$ cat config.mk
export PLATFORM = sky130hd
export DESIGN_NAME = cpl_queue
export DESIGN_NICKNAME = d
export VERILOG_FILES = /design/src/sv/cpl_pkg.sv /design/src/sv/cpl_queue.sv
export SDC_FILE = /design/constraint.sdc
export NUM_CORES = 1
export LEC_CHECK = 0
export BUFFER_PORTS_ARGS = -buffer_cell sky130_fd_sc_hd__buf_2
export CAP_MARGIN = 20
export CORE_MARGIN = 3
export CORE_UTILIZATION = 50
export DETAILED_ROUTE_END_ITERATION = 12
export GPL_TIMING_DRIVEN = 0
export PLACE_DENSITY = 0.76
export RECOVER_POWER = 100
export SYNTH_ARGS = -nofsm -noshare
export SYNTH_HDL_FRONTEND = slang
export SYNTH_SLANG_ARGS = --single-unit
$ cat constraint.sdc
create_clock -name clk -period 2.7 [get_ports clk]
set_input_delay 0.135 -clock clk [delete_from_list [all_inputs] [get_ports clk]]
set_output_delay 0.135 -clock clk [all_outputs]
set_load 0.01 [all_outputs]
$ cat src/sv/cpl_pkg.sv
// Shared constants and types for the closest-points core.
// No dependencies.
`default_nettype none
package cpl_pkg;
	localparam int COORD_WIDTH_DEF = 32;
	localparam int DIR_WIDTH_DEF = 16;
	localparam int THR_WIDTH = 48;
	localparam int RES_WIDTH = 32;
	localparam int QUEUE_DEPTH = 8;
	localparam logic [THR_WIDTH-1:0] THR_RESET = 48'd72057594038;

	typedef logic [THR_WIDTH-1:0] thr_t;
	typedef logic signed [RES_WIDTH-1:0] res_t;
endpackage
`default_nettype wire

$ cat src/sv/cpl_queue.sv
// Short queue between front and back; drains one entry per cycle.
// Depends on cpl_pkg.
`default_nettype none
module cpl_queue #(
	parameter int W = 8,
	parameter int DEPTH = 8
) (
	input  wire logic         clk,
	input  wire logic         arst_n,
	input  wire logic         push,
	input  wire logic [W-1:0] wdata,
	output logic              out_vld,
	output logic [W-1:0]      rdata
);
	import cpl_pkg::*;

	localparam int PW = $clog2(DEPTH);

	logic [W-1:0] mem [DEPTH];
	logic [PW-1:0] wr_q, rd_q;
	logic [PW:0] cnt_q;
	logic pop;
	logic [W-1:0] rdata_q;
	logic out_vld_q;

	assign pop = (cnt_q != '0);

	always_ff @(posedge clk) begin
		if (push) begin
			mem[wr_q] <= wdata;
		end
		if (pop) begin
			rdata_q <= mem[rd_q];
		end
	end

	always_ff @(posedge clk or negedge arst_n) begin
		if (!arst_n) begin
			wr_q <= '0;
			rd_q <= '0;
			cnt_q <= '0;
			out_vld_q <= 1'b0;
		end else begin
			if (push) begin
				wr_q <= wr_q + 1'b1;
			end
			if (pop) begin
				rd_q <= rd_q + 1'b1;
			end
			cnt_q <= cnt_q + (PW+1)'(push) - (PW+1)'(pop);
			out_vld_q <= pop;
		end
	end

	assign out_vld = out_vld_q;
	assign rdata = rdata_q;
endmodule
`default_nettype wire

Yosys cells after proc, flatten, opt, wreduce, memory -nomap -nowiden
Memories as Yosys holds them, arrays and structs flattened. A register that Yosys moved wholly into a read port is not among the register bits.
Cells that the tools add are included.
Word-level totals
  register bits: 11
  latch bits: 0
  RAM bits: 64
  bits in read-only memories: 0
  bits of input ports: 11
  output and inout bits: 9
  word-level logic and storage cells: 12
  memories: 1
Memory list
  mem: depth 8, width 8, rd ports 1, clocked after Yosys merged registers in 1, write ports 1, line cpl_queue.sv:19  | logic [W-1:0] mem [DEPTH];
Operators by class
  add/sub/neg operators: 4
  multiply operators: 0
  div/mod/pow operators: 0
  order comparisons: 0
  eq/ne operators: 0
  shift operators: 0
  multiplexer cells: 2
  bitwise logic cells: 0
  reductions and logical operators: 1
Operators with widths (count)
  $add 3x1->3 const B: 2
  $add 4x1->4: 1
  $reduce_bool 4->1: 1
  $sub 4x1->4: 1
  $mux 1: 2

Logic depth before layout (Yosys ltp)
Gate-level depths: netlist of run 1.
  word-level depth: 2
  depth in mapped cells: 10
  gate-level depth less buffers: 9

Worst setup path after synthesis of run 1
Ideal clock, no wire load.
  kind: reg-to-reg
  from: register cnt_q[2]
  to: register cnt_q[2]
  setup time: 123 ps
  data arrival time: 2269 ps
  required time: 2577 ps
  setup slack: 308 ps
  cell stages (with the launch flop): 11
  path buffers: 1
  clock period less this slack: 2392 ps
  path through: dfrtp_1 inv_1 ha_1 or3b_2 clkbuf_1 ha_1 inv_1 ha_1 inv_1 fa_1 xnor2_1
On the way
  word-level cells in the longest chain between the ends: 2
  elaborated cells on any way between the ends: 3
  classes of those cells: add/sub (2); reduce/logical (1)
RTL lines
  start: declaration: line cpl_queue.sv:21  | logic [PW:0] cnt_q;
  start signal: assignment: line cpl_queue.sv:50  | cnt_q <= cnt_q + (PW+1)'(push) - (PW+1)'(pop);
  $reduce_bool 4->1: line cpl_queue.sv:26  | assign pop = (cnt_q != '0);
  named net pop: line cpl_queue.sv:22  | logic pop;
  $sub 4x1->4: line cpl_queue.sv:50
The timed path passes the listed nets, and every way through them passes these cells.
A chain may end at the register's enable or synchronous reset.

Worst setup path in the final report of run 1
  from: register cnt_q[2]
  to: register cnt_q[3]
On the way
  word-level cells in the longest chain between the ends: 2
  elaborated cells on any way between the ends: 3
  classes of those cells: add/sub (2); reduce/logical (1)
RTL lines (line)
  $add 4x1->4 or $reduce_bool 4->1 (tied branches): cpl_queue.sv:50, cpl_queue.sv:26
  $sub 4x1->4 (*): cpl_queue.sv:50
Mark *: on every way between the ends. The rest lies on a longest branch, timed or not.

==> results.sh, run 1 <==
export IMPL_cts_repair_resized=0
export IMPL_yosysSeqAreaShare_pct=74.0
export IMPL_slew_headroom_pct=35.6
export IMPL_drv_slew=0
export IMPL_status="finished, final reports clean"
export IMPL_synth_ff_type="edfxtp_1"
export IMPL_synthAdderAreaFrac_pct=3.26
export IMPL_clock_sinks=83
export IMPL_hold_viol=0
export IMPL_final_period_utilization_pct=92.2
export IMPL_drtIter0Drc=152
export IMPL_synthToLayoutAreaGrowth_pct=10.5
export IMPL_ys_types=21
export IMPL_wl_per_cell_microns=20.2
export IMPL_worstSetupStartpointType="flop"
export IMPL_num_vias=1478
export IMPL_die_h_microns=87.2
export IMPL_final_nets=206
export IMPL_start_util_pct=53.4
export IMPL_rows=28
export IMPL_worst_pin_slew_ps=963
export IMPL_h_tree_depth=3
export IMPL_dp_hpwl_mm=3.50
export IMPL_netlist_top_cells_area="edfxtp_1, mux4_1, dfrtp_1"
export IMPL_synth_seq_cells=83
export IMPL_ctsLongestPathBuffers=2
export IMPL_grt_max_degree=15
export IMPL_antenna_cells=0
export IMPL_floorplan_die_area_sq_um=7600
export IMPL_power_density_nw_per_um2=1040
export IMPL_routed_wl_mm=5.40
export IMPL_synth_area_leader_cell="edfxtp_1"
export IMPL_finalSetupViolCount=0
export IMPL_leakagePower_nw=1.29
export IMPL_ios=20
export IMPL_synth_top_cell_area_share_pct=65.6
export IMPL_drive_gt1_share_pct=13.5
export IMPL_clock_fmax_mhz=402
export IMPL_drcViolationCount=0
export IMPL_hp_class="in2reg"
export IMPL_viasPerCell=5.54
export IMPL_layout_setup_ws_ps=210
export IMPL_coreArea_sq_um=6170
export IMPL_arrival_ps=2750
export IMPL_dr_pass1_iters=4
export IMPL_antenna_found_initial=0
export IMPL_final_common_cell="edfxtp_1"
export IMPL_fin_setup_tns_ps=0
export IMPL_root_buffer="clkbuf_8"
export IMPL_gp_congestion=0.693
export IMPL_maxCapViolCount=0
export IMPL_io_buffers=19
export IMPL_top_layer="met4"
export IMPL_synth_simple_area_share_pct=2.28
export IMPL_clk_latency_ps=350
export IMPL_worst_clock_skew_ps=11.0
export IMPL_fin_crit_ps=2490
export IMPL_cts_made_buffers=9
export IMPL_crit_path_max_fanout=13
export IMPL_crit_type="reg2reg"
export IMPL_synth_edff_count=72
export IMPL_endpoint_kind="flop"
export IMPL_synthArstFlopShare_pct=13.3
export IMPL_clkSlewWorstSetupHoldPaths_ps=80
export IMPL_wl_met3_microns=201
export IMPL_synth_top_family_by_area="multiplexers"
export IMPL_syn_avg_cell_area_sq_um=21.3
export IMPL_synth_cells=155
export IMPL_grt_overflow_total=0
export IMPL_max_vdd_ir_drop_mv=0.565
export IMPL_rsz0062_at_grt="false"
export IMPL_postRouteAntennaNets=0
export IMPL_grt_pass1_vias=1586
export IMPL_grt_pass1_wl_mm=8.67
export IMPL_synth_nets=174
export IMPL_yosys_area_share_xor_xnor_pct=1.59
export IMPL_pre_cts_ws_ps=2.64
export IMPL_synth_area_sq_um=3300
export IMPL_met2_length_mm=2.78
export IMPL_mostFrequentLayoutCells="edfxtp_1, clkbuf_1, mux4_1, dfrtp_1"
export IMPL_die_x_microns=87.2
export IMPL_crit_required_ps=2960
export IMPL_synth_warnings=0
export IMPL_cts_tree="done"
export IMPL_synth_compound_area_share_pct=0.380
export IMPL_wl_met1_mm=2.31
export IMPL_grt_total_usage_pct=16.3
export IMPL_synth_mux_area_share_pct=16.2
## synthesized netlist by cell type (3+ instances only)
library cell	n
dfrtp_1	11
mux4_1	16
inv_1	8
xor2_1	3
xnor2_1	3
nor2_1	6
nand2_1	4
edfxtp_1	72
mux2_2	10
ha_1	7
nand2b_1	3
## stage by stage
stage | utilization [%] | area (sq um) | hold WS [ps] | cells | power, mW
CTS | 59.6 | 3670 | 28.2 | 267 | 3.84
global route | 59.1 | 3640 | 46.2 | 267 | 4.01
floorplan | - | 3300 | -161 | 155 | 2.71
global placement | 56.5 | 3480 | 4.56 | 249 | 2.98
detailed placement | 56.8 | 3500 | 17.6 | 251 | 3.08
finish | 59.1 | 3640 | 66.2 | 267 | 3.78
## critical path, stage by stage (launching register included)
cell and delay, ps:
dfrtp_1 360, inv_1 80, ha_1 140, or3b_2 640
ha_1 300, inv_1 60, ha_1 220, a21o_1 180
a21oi_1 200, xor2_1 210
## kinds of logic (layout without fill, tap and decap cells)
| family | count (synthesis) | after routing |
|---|---|---|
| adder cells (fa/ha/maj) | 8 | 8 |
| AO/OA/AOI/OAI | 2 | 2 |
| AND/OR/NAND/NOR | 16 | 16 |
| multiplexers | 26 | 26 |
| XOR/XNOR | 6 | 6 |
| buffers and inverters | 14 | 51 |
| flip-flops | 83 | 83 |
## sequential cells by signal, summed over array words and instances, names as in the netlist
signal,cells
wr_q,3
out_vld,1
rdata,8
cnt_q,4
rd_q,3
mem,64
## where the power goes
part	internal [mW]	total [mW]	switching (mW)	leakage, nW
Combinational	0.569	1.18	0.607	0.414
Clock	0.329	0.756	0.427	0.0861
Sequential	1.74	1.84	0.108	0.791
Total	2.63	3.78	1.14	1.29
## per-layer routing
layer / vias to the layer above / GRT usage (%)
met4: 0 / 8.37
met3: 11 / 3.78
met1: 752 / 20.6
met2: 29 / 26.6
li1: 686 / -
met5: - / 0
## timing repair
item / CTS / global route
setup endpoints to repair: 1 / 0
buffers inserted: 0 / 0
hold buffers: 1 / 0
hold endpoints to repair: 11 / 0
## area by class of cell
| class | count | area [sq um] |
|---|---|---|
| fill | 453 | 2520 |
| buffer | 5 | 42.5 |
| inverter | 8 | 30.0 |
| clock buffer | 9 | 124 |
| multi-input combinational | 58 | 781 |
| tap | 75 | 93.8 |
| sequential | 83 | 2440 |
| clock inverter | 7 | 42.5 |
| timing repair buffer | 22 | 90.1 |
## final timing paths
kind                            end  cells after the start     start  slack [ps]
hold reg to reg             wr_q[2]                      1   wr_q[2]         580
min in group asynchronous   wr_q[2]                      2    arst_n         300
setup / recovery           cnt_q[3]                      9  cnt_q[2]         210
max in group asynchronous   rd_q[1]                      2    arst_n        1990
hold / removal              wr_q[0]                      2      push          70
setup reg to reg           cnt_q[3]                      9  cnt_q[2]         210
Power figures use the tool's default switching activity.
==> inputs of run 2 (changes only) <==
Settings changed: CORE_UTILIZATION 50 to 25, CTS_CLUSTER_SIZE from default to 25, PLACE_DENSITY 0.76 to 0.48.
==> run 2 against run 1 <==
Effect of this change:
- the run now ends with max-capacitance violations, max-slew violations left
- total power rose by 9.5%
- clock power rose by 49%
- via count fell by 0.61%
- die area rose by 92%
- worst hold slack improved by 4.3 ps
- final area rose by 6.2%
- clock skew fell by 6.3 ps
- register-to-register slack improved by 40 ps
- sequential share of layout area fell by 3.9 points
- setup slack improved by 36 ps
==> results.sh, run 2 (same netlist as run 1, synthesis figures left out) <==
export IMPL_status="finished with violations"
export IMPL_violations="max-capacitance violations, max-slew violations"
export IMPL_drtIter0Drc=80
export IMPL_rows=41
export IMPL_synthToLayoutAreaGrowth_pct=17.4
export IMPL_postRouteAntennaNets=0
export IMPL_post_cts_buffers=0
export IMPL_worst_pin_slew_ps=1560
export IMPL_die_h_microns=121
export IMPL_fin_area_sq_um=3870
export IMPL_grt_pass1_wl_mm=9.09
export IMPL_power_density_nw_per_um2=1070
export IMPL_crit_required_ps=2920
export IMPL_final_nets=204
export IMPL_ctsLongestPathBuffers=2
export IMPL_grt_pass1_vias=1478
export IMPL_finalSetupViolCount=0
export IMPL_viasPerCell=4.06
export IMPL_detailed_place_area_sq_um=3620
export IMPL_crit_slowest_cell="or3b_2"
export IMPL_fillers=1227
export IMPL_hp_class="in2reg"
export IMPL_final_common_cell="edfxtp_1"
export IMPL_h_tree_depth=3
export IMPL_p_total_mw=4.14
export IMPL_start_util_pct=25.8
export IMPL_arrival_ps=2670
export IMPL_io_buffers=19
export IMPL_leakagePower_nw=1.34
export IMPL_cts_made_buffers=9
export IMPL_grt_max_degree=16
export IMPL_crit_path_max_fanout=13
export IMPL_cts_repair_resized=0
export IMPL_maxCapViolCount=2
export IMPL_slowest_delay_ps=650
export IMPL_endpoint_kind="flop"
export IMPL_die_x_microns=121
export IMPL_crit_type="reg2reg"
export IMPL_slew_headroom_pct=-4.99
export IMPL_antenna_found_initial=0
export IMPL_clock_fmax_mhz=407
export IMPL_rsz0062_at_grt="false"
export IMPL_worstSetupStartpointType="flop"
export IMPL_fin_setup_tns_ps=0
export IMPL_gp_congestion=0.684
export IMPL_drcViolationCount=0
export IMPL_grt_overflow_total=0
export IMPL_final_period_utilization_pct=90.9
export IMPL_drive_gt1_share_pct=14.2
export IMPL_worst_clock_skew_ps=4.66
export IMPL_largest_register="mem"
export IMPL_coreArea_sq_um=12800
export IMPL_antenna_cells=0
export IMPL_hold_viol=0
export IMPL_largest_reg_flops=64
export IMPL_ios=20
export IMPL_max_vdd_ir_drop_mv=0.268
export IMPL_dp_hpwl_mm=3.60
export IMPL_num_vias=1469
export IMPL_mostFrequentLayoutCells="edfxtp_1, clkbuf_1, mux4_1, dfrtp_1, clkbuf_16"
export IMPL_worstPathCellList="inv_1 > ha_1 > or3b_2 > ha_1 > inv_1 > ha_1 > inv_1 > fa_1 > xnor2_1"
export IMPL_root_buffer="clkbuf_16"
export IMPL_drv_slew=9
export IMPL_grt_total_usage_pct=8.86
export IMPL_wl_per_cell_microns=16.6
export IMPL_floorplan_die_area_sq_um=14600
export IMPL_dr_pass1_iters=6
export IMPL_clock_sinks=83
export IMPL_routed_wl_mm=6.02
export IMPL_clkSlewWorstSetupHoldPaths_ps=60
export IMPL_cts_tree="done"
export IMPL_fin_crit_ps=2450
export IMPL_clk_latency_ps=330
## run 2: where the power goes
group          switching (mW)  internal, mW
logic                   0.602         0.557
clock network           0.505         0.629
registers               0.104          1.74
total                    1.21          2.93
## run 2: final cells by class
cell class / count / area, sq um / share of cell area (%)
Sequential cell: 83 / 2440 / 63.0
Multi-Input combinational cell: 58 / 781 / 20.2
Clock buffer: 9 / 225 / 5.82
Tap cell: 172 / 215 / 5.56
Timing Repair Buffer: 20 / 82.6 / 2.14
Clock inverter: 7 / 53.8 / 1.39
Buffer: 5 / 42.5 / 1.10
Inverter: 8 / 30.0 / 0.776
## run 2: critical path, delay by kind of cell (launching register included)
kind | cells | cell delay (ps)
xor+xnor | 1 | 140
simple gates | 1 | 650
flops | 1 | 360
buf+inv | 3 | 180
fa+ha+maj | 4 | 1010
## run 2: repair_timing
action / in CTS / in global routing
hold buffers: 1 / 0
endpoints found under the hold margin: 11 / 0
setup endpoints to repair: 2 / 0
## run 2: final timing paths
path                               start       end  slack [ps]  depth (start not counted)
worst max-delay path            cnt_q[2]  cnt_q[2]         250                          9
min in group asynchronous         arst_n   wr_q[2]         330                          2
max in group asynchronous         arst_n   rd_q[2]        1970                          2
worst min-delay path                push   wr_q[0]          70                          2
worst min register to register   wr_q[1]   wr_q[1]         560                          1
worst max register to register  cnt_q[2]  cnt_q[2]         250                          9
## run 2: stage by stage
| step | util [%] | setup slack [ps] | hold slack, ps | instances |
|---|---|---|---|---|
| finish | 30.3 | 245 | 70.6 | 362 |
| global route | 30.3 | 94.8 | 81.4 | 362 |
| CTS | 30.5 | 207 | 60.8 | 362 |
| detailed placement | 28.3 | -30.9 | 27.8 | 346 |
| global placement | 28.2 | -21.8 | 25.7 | 346 |
| floorplan | - | 308 | -161 | 155 |
## run 2: per-layer routing
metal / global-route usage, % / routed length (microns) / vias to the layer above
met1: 11.5 / 2800 / 757
li1: - / - / 680
met2: 13.6 / 2880 / 26
met4: 4.25 / 92 / 0
met3: 2.57 / 247 / 6
met5: 0 / 0 / -
==> inputs of run 3 (changes only) <==
Settings changed: ABC_AREA from default to 1, GPL_ROUTABILITY_DRIVEN from default to 0, PLACE_DENSITY 0.48 to 0.49.
Clock period 2.7 ns to 2.2 ns, I/O delays scaled along.
==> run 3 against run 2 <==
Effect of this change:
- the run now ends clean
- critical path depth is 7 lower
- total power is 35% higher
- worst hold slack better by 1.3 ps
- critical path type unchanged
- critical endpoint is now mem[4][6]
==> results.sh, run 3 <==
export IMPL_status="finished, final reports clean"
export IMPL_dr_pass1_iters=4
export IMPL_root_buffer="clkbuf_16"
export IMPL_cts_tree="done"
export IMPL_worst_clock_skew_ps=7.36
export IMPL_clockPowerShare_pct=26.1
export IMPL_cp_depth=2
export IMPL_hold_viol=0
export IMPL_drive_gt1_share_pct=9.82
export IMPL_drtIter0Drc=92
export IMPL_max_vdd_ir_drop_mv=0.415
export IMPL_clkSlewWorstSetupHoldPaths_ps=60
export IMPL_largest_reg_flops=64
export IMPL_dp_cells=548
export IMPL_antenna_cells=0
export IMPL_grt_max_degree=15
export IMPL_dp_hpwl_mm=4.98
export IMPL_hp_class="in2reg"
export IMPL_fin_area_sq_um=4290
export IMPL_ios=20
export IMPL_finalSetupViolCount=0
export IMPL_largest_register="mem"
export IMPL_crit_type="reg2reg"
export IMPL_crit_path_max_fanout=8
export IMPL_slew_headroom_pct=31.2
export IMPL_io_buffers=19
export IMPL_grt_pass1_wl_mm=12.2
export IMPL_layout_setup_ws_ps=261
export IMPL_p_sw_mw=1.96
export IMPL_synth_nets=368
export IMPL_synth_most_common_cell="nand2_1"
export IMPL_synth_area_leader_cell="edfxtp_1"
export IMPL_synth_common_cells="nand2_1, inv_1, edfxtp_1"
export IMPL_reg2reg_depth=2
export IMPL_crit_slowest_cell="nor2_1"
export IMPL_grt_total_usage_pct=10.4
export IMPL_synthToLayoutAreaGrowth_pct=16.6
export IMPL_start_util_pct=26.0
export IMPL_synth_edff_count=72
export IMPL_syn_avg_cell_area_sq_um=10.5
export IMPL_crit_required_ps=2150
export IMPL_synth_warnings=0
export IMPL_coreArea_sq_um=14100
export IMPL_power_density_nw_per_um2=1300
export IMPL_synth_ff_type="edfxtp_1"
export IMPL_rows=43
export IMPL_grt_pass1_vias=2145
export IMPL_leakagePower_nw=1.91
export IMPL_combPwrFrac_pct=34.9
export IMPL_fin_setup_tns_ps=0
export IMPL_rsz0062_at_grt="false"
export IMPL_ctsLongestPathBuffers=2
export IMPL_final_period_utilization_pct=88.1
export IMPL_rr_endpoint="mem[4][6]"
export IMPL_pre_cts_ws_ps=-456
export IMPL_maxCapViolCount=0
export IMPL_slowest_delay_ps=790
export IMPL_synth_top_cell_area_share_pct=58.8
export IMPL_clk_latency_ps=330
export IMPL_worstSetupStartpoint="wr_q[0]"
export IMPL_synth_cells=349
export IMPL_arrival_ps=1890
export IMPL_worstPathCellList="or2_2 > nor2_1"
export IMPL_worstSetupStartpointType="flop"
export IMPL_synth_seq_cells=83
export IMPL_hold_path_startpoint="push"
export IMPL_synthArstFlopShare_pct=13.3
export IMPL_sw_frac_of_total_pct=35.1
export IMPL_viasPerCell=3.96
export IMPL_timing_hold_ws_ps=71.9
export IMPL_holdPathEnd="wr_q[1]"
export IMPL_die_x_microns=127
export IMPL_fin_crit_ps=1940
export IMPL_detailed_place_area_sq_um=4000
export IMPL_postRouteAntennaNets=0
export IMPL_hold_depth=2
export IMPL_num_vias=2244
export IMPL_final_common_cell="nand2_1"
export IMPL_seqPwrFrac_pct=39.0
export IMPL_power_internal_mw=3.62
export IMPL_cp_top_family="simple AND/OR/NAND/NOR gates"
export IMPL_final_nets=401
export IMPL_clock_sinks=83
export IMPL_yosysSeqAreaShare_pct=66.3
export IMPL_floorplan_die_area_sq_um=16200
export IMPL_synth_area_sq_um=3680
export IMPL_endpoint_kind="flop"
export IMPL_mostFrequentLayoutCells="nand2_1, inv_1, edfxtp_1, nand3_1, clkbuf_1"
export IMPL_worst_pin_slew_ps=1030
export IMPL_drv_slew=0
export IMPL_grt_overflow_total=0
export IMPL_netlist_top_cells_area="edfxtp_1, nand2_1, inv_1"
export IMPL_cts_made_buffers=9
export IMPL_clock_fmax_mhz=516
export IMPL_r2r_start="wr_q[0]"
export IMPL_routed_wl_mm=7.84
export IMPL_wl_per_cell_microns=13.8
export IMPL_antenna_found_initial=0
export IMPL_crit_buf_inv=0
export IMPL_drcViolationCount=0
export IMPL_r2r_slack_ps=260
export IMPL_die_h_microns=127
export IMPL_h_tree_depth=3
export IMPL_ys_types=20
export IMPL_final_cells=567
## run 3: cell count changes after synthesis, moves of 5 or more
cell     delta
nand3_1    +34
mux4_1     -16
nand2_2    +10
buf_4       +5
nand2_1   +102
mux2_2     -10
inv_1      +69
## run 3: stage by stage
step	utilization (%)	total power, mW
floorplan	-	3.57
CTS	30.4	5.69
finish	30.3	5.58
detailed placement	28.3	4.20
global route	30.3	5.99
global placement	28.3	4.15
## run 3: area by class of cell
cell class | instances | area [sq um]
tap | 180 | 225
inverter | 80 | 305
timing repair buffer | 22 | 90.1
clock buffer | 11 | 233
multi-input combinational | 175 | 846
fill | 1446 | 9860
buffer | 11 | 98.8
sequential | 83 | 2440
clock inverter | 5 | 53.8
## run 3: cells by family (layout without fill, tap and decap cells)
family                     after synthesis  count (layout)  share of synthesized area (%)
buffers and inverters                   91             129                           11.1
AOI/OAI and AO/OA                        3               3                          0.408
xor gates and xnor gates                 5               5                           1.19
adders and majority gates                8               8                           2.93
and+or+nand+nor                        159             159                           18.1
DFF                                     83              83                           66.3
## run 3: layer usage
metal / share of wire [%] / global-route usage, % / wire length, microns / vias to the layer above
met5: 0 / 0 / 0 / -
met4: 0.88 / 3.60 / 69 / 0
met3: 5.9 / 3.72 / 464 / 4
met2: 49 / 16.4 / 3800 / 45
met1: 45 / 13.4 / 3500 / 1043
li1: - / - / - / 1152
## run 3: worst reg2reg max path, stage by stage (launching register included)
cell and delay, ps:
dfrtp_1 410, or2_2 360, nor2_1 790
## run 3: repair_timing
action                                  4_1_cts  5_1_grt
resized for setup                             2        0
hold buffers                                  1        0
hold endpoints to repair                     11        0
buffers inserted                              0        2
endpoints found under the setup margin        4        2
## run 3: worst max path at each step
stage / endpoint / slack, ps
floorplan: cnt_q[2] / 70
global placement: cnt_q[2] / -400
detailed placement: cnt_q[2] / -460
CTS: cnt_q[2] / 50
global route: mem[4][2] / 150
finish: mem[4][6] / 260
## run 3: power groups by stage
stage                     clock network, mW  registers, mW  logic (mW)
after floorplan                           0           2.23        1.34
after global placement                    0           2.20        1.95
after detailed placement                  0           2.21        1.99
after CTS                              1.50           2.18        2.02
after global routing                   1.56           2.21        2.22
final                                  1.46           2.18        1.95
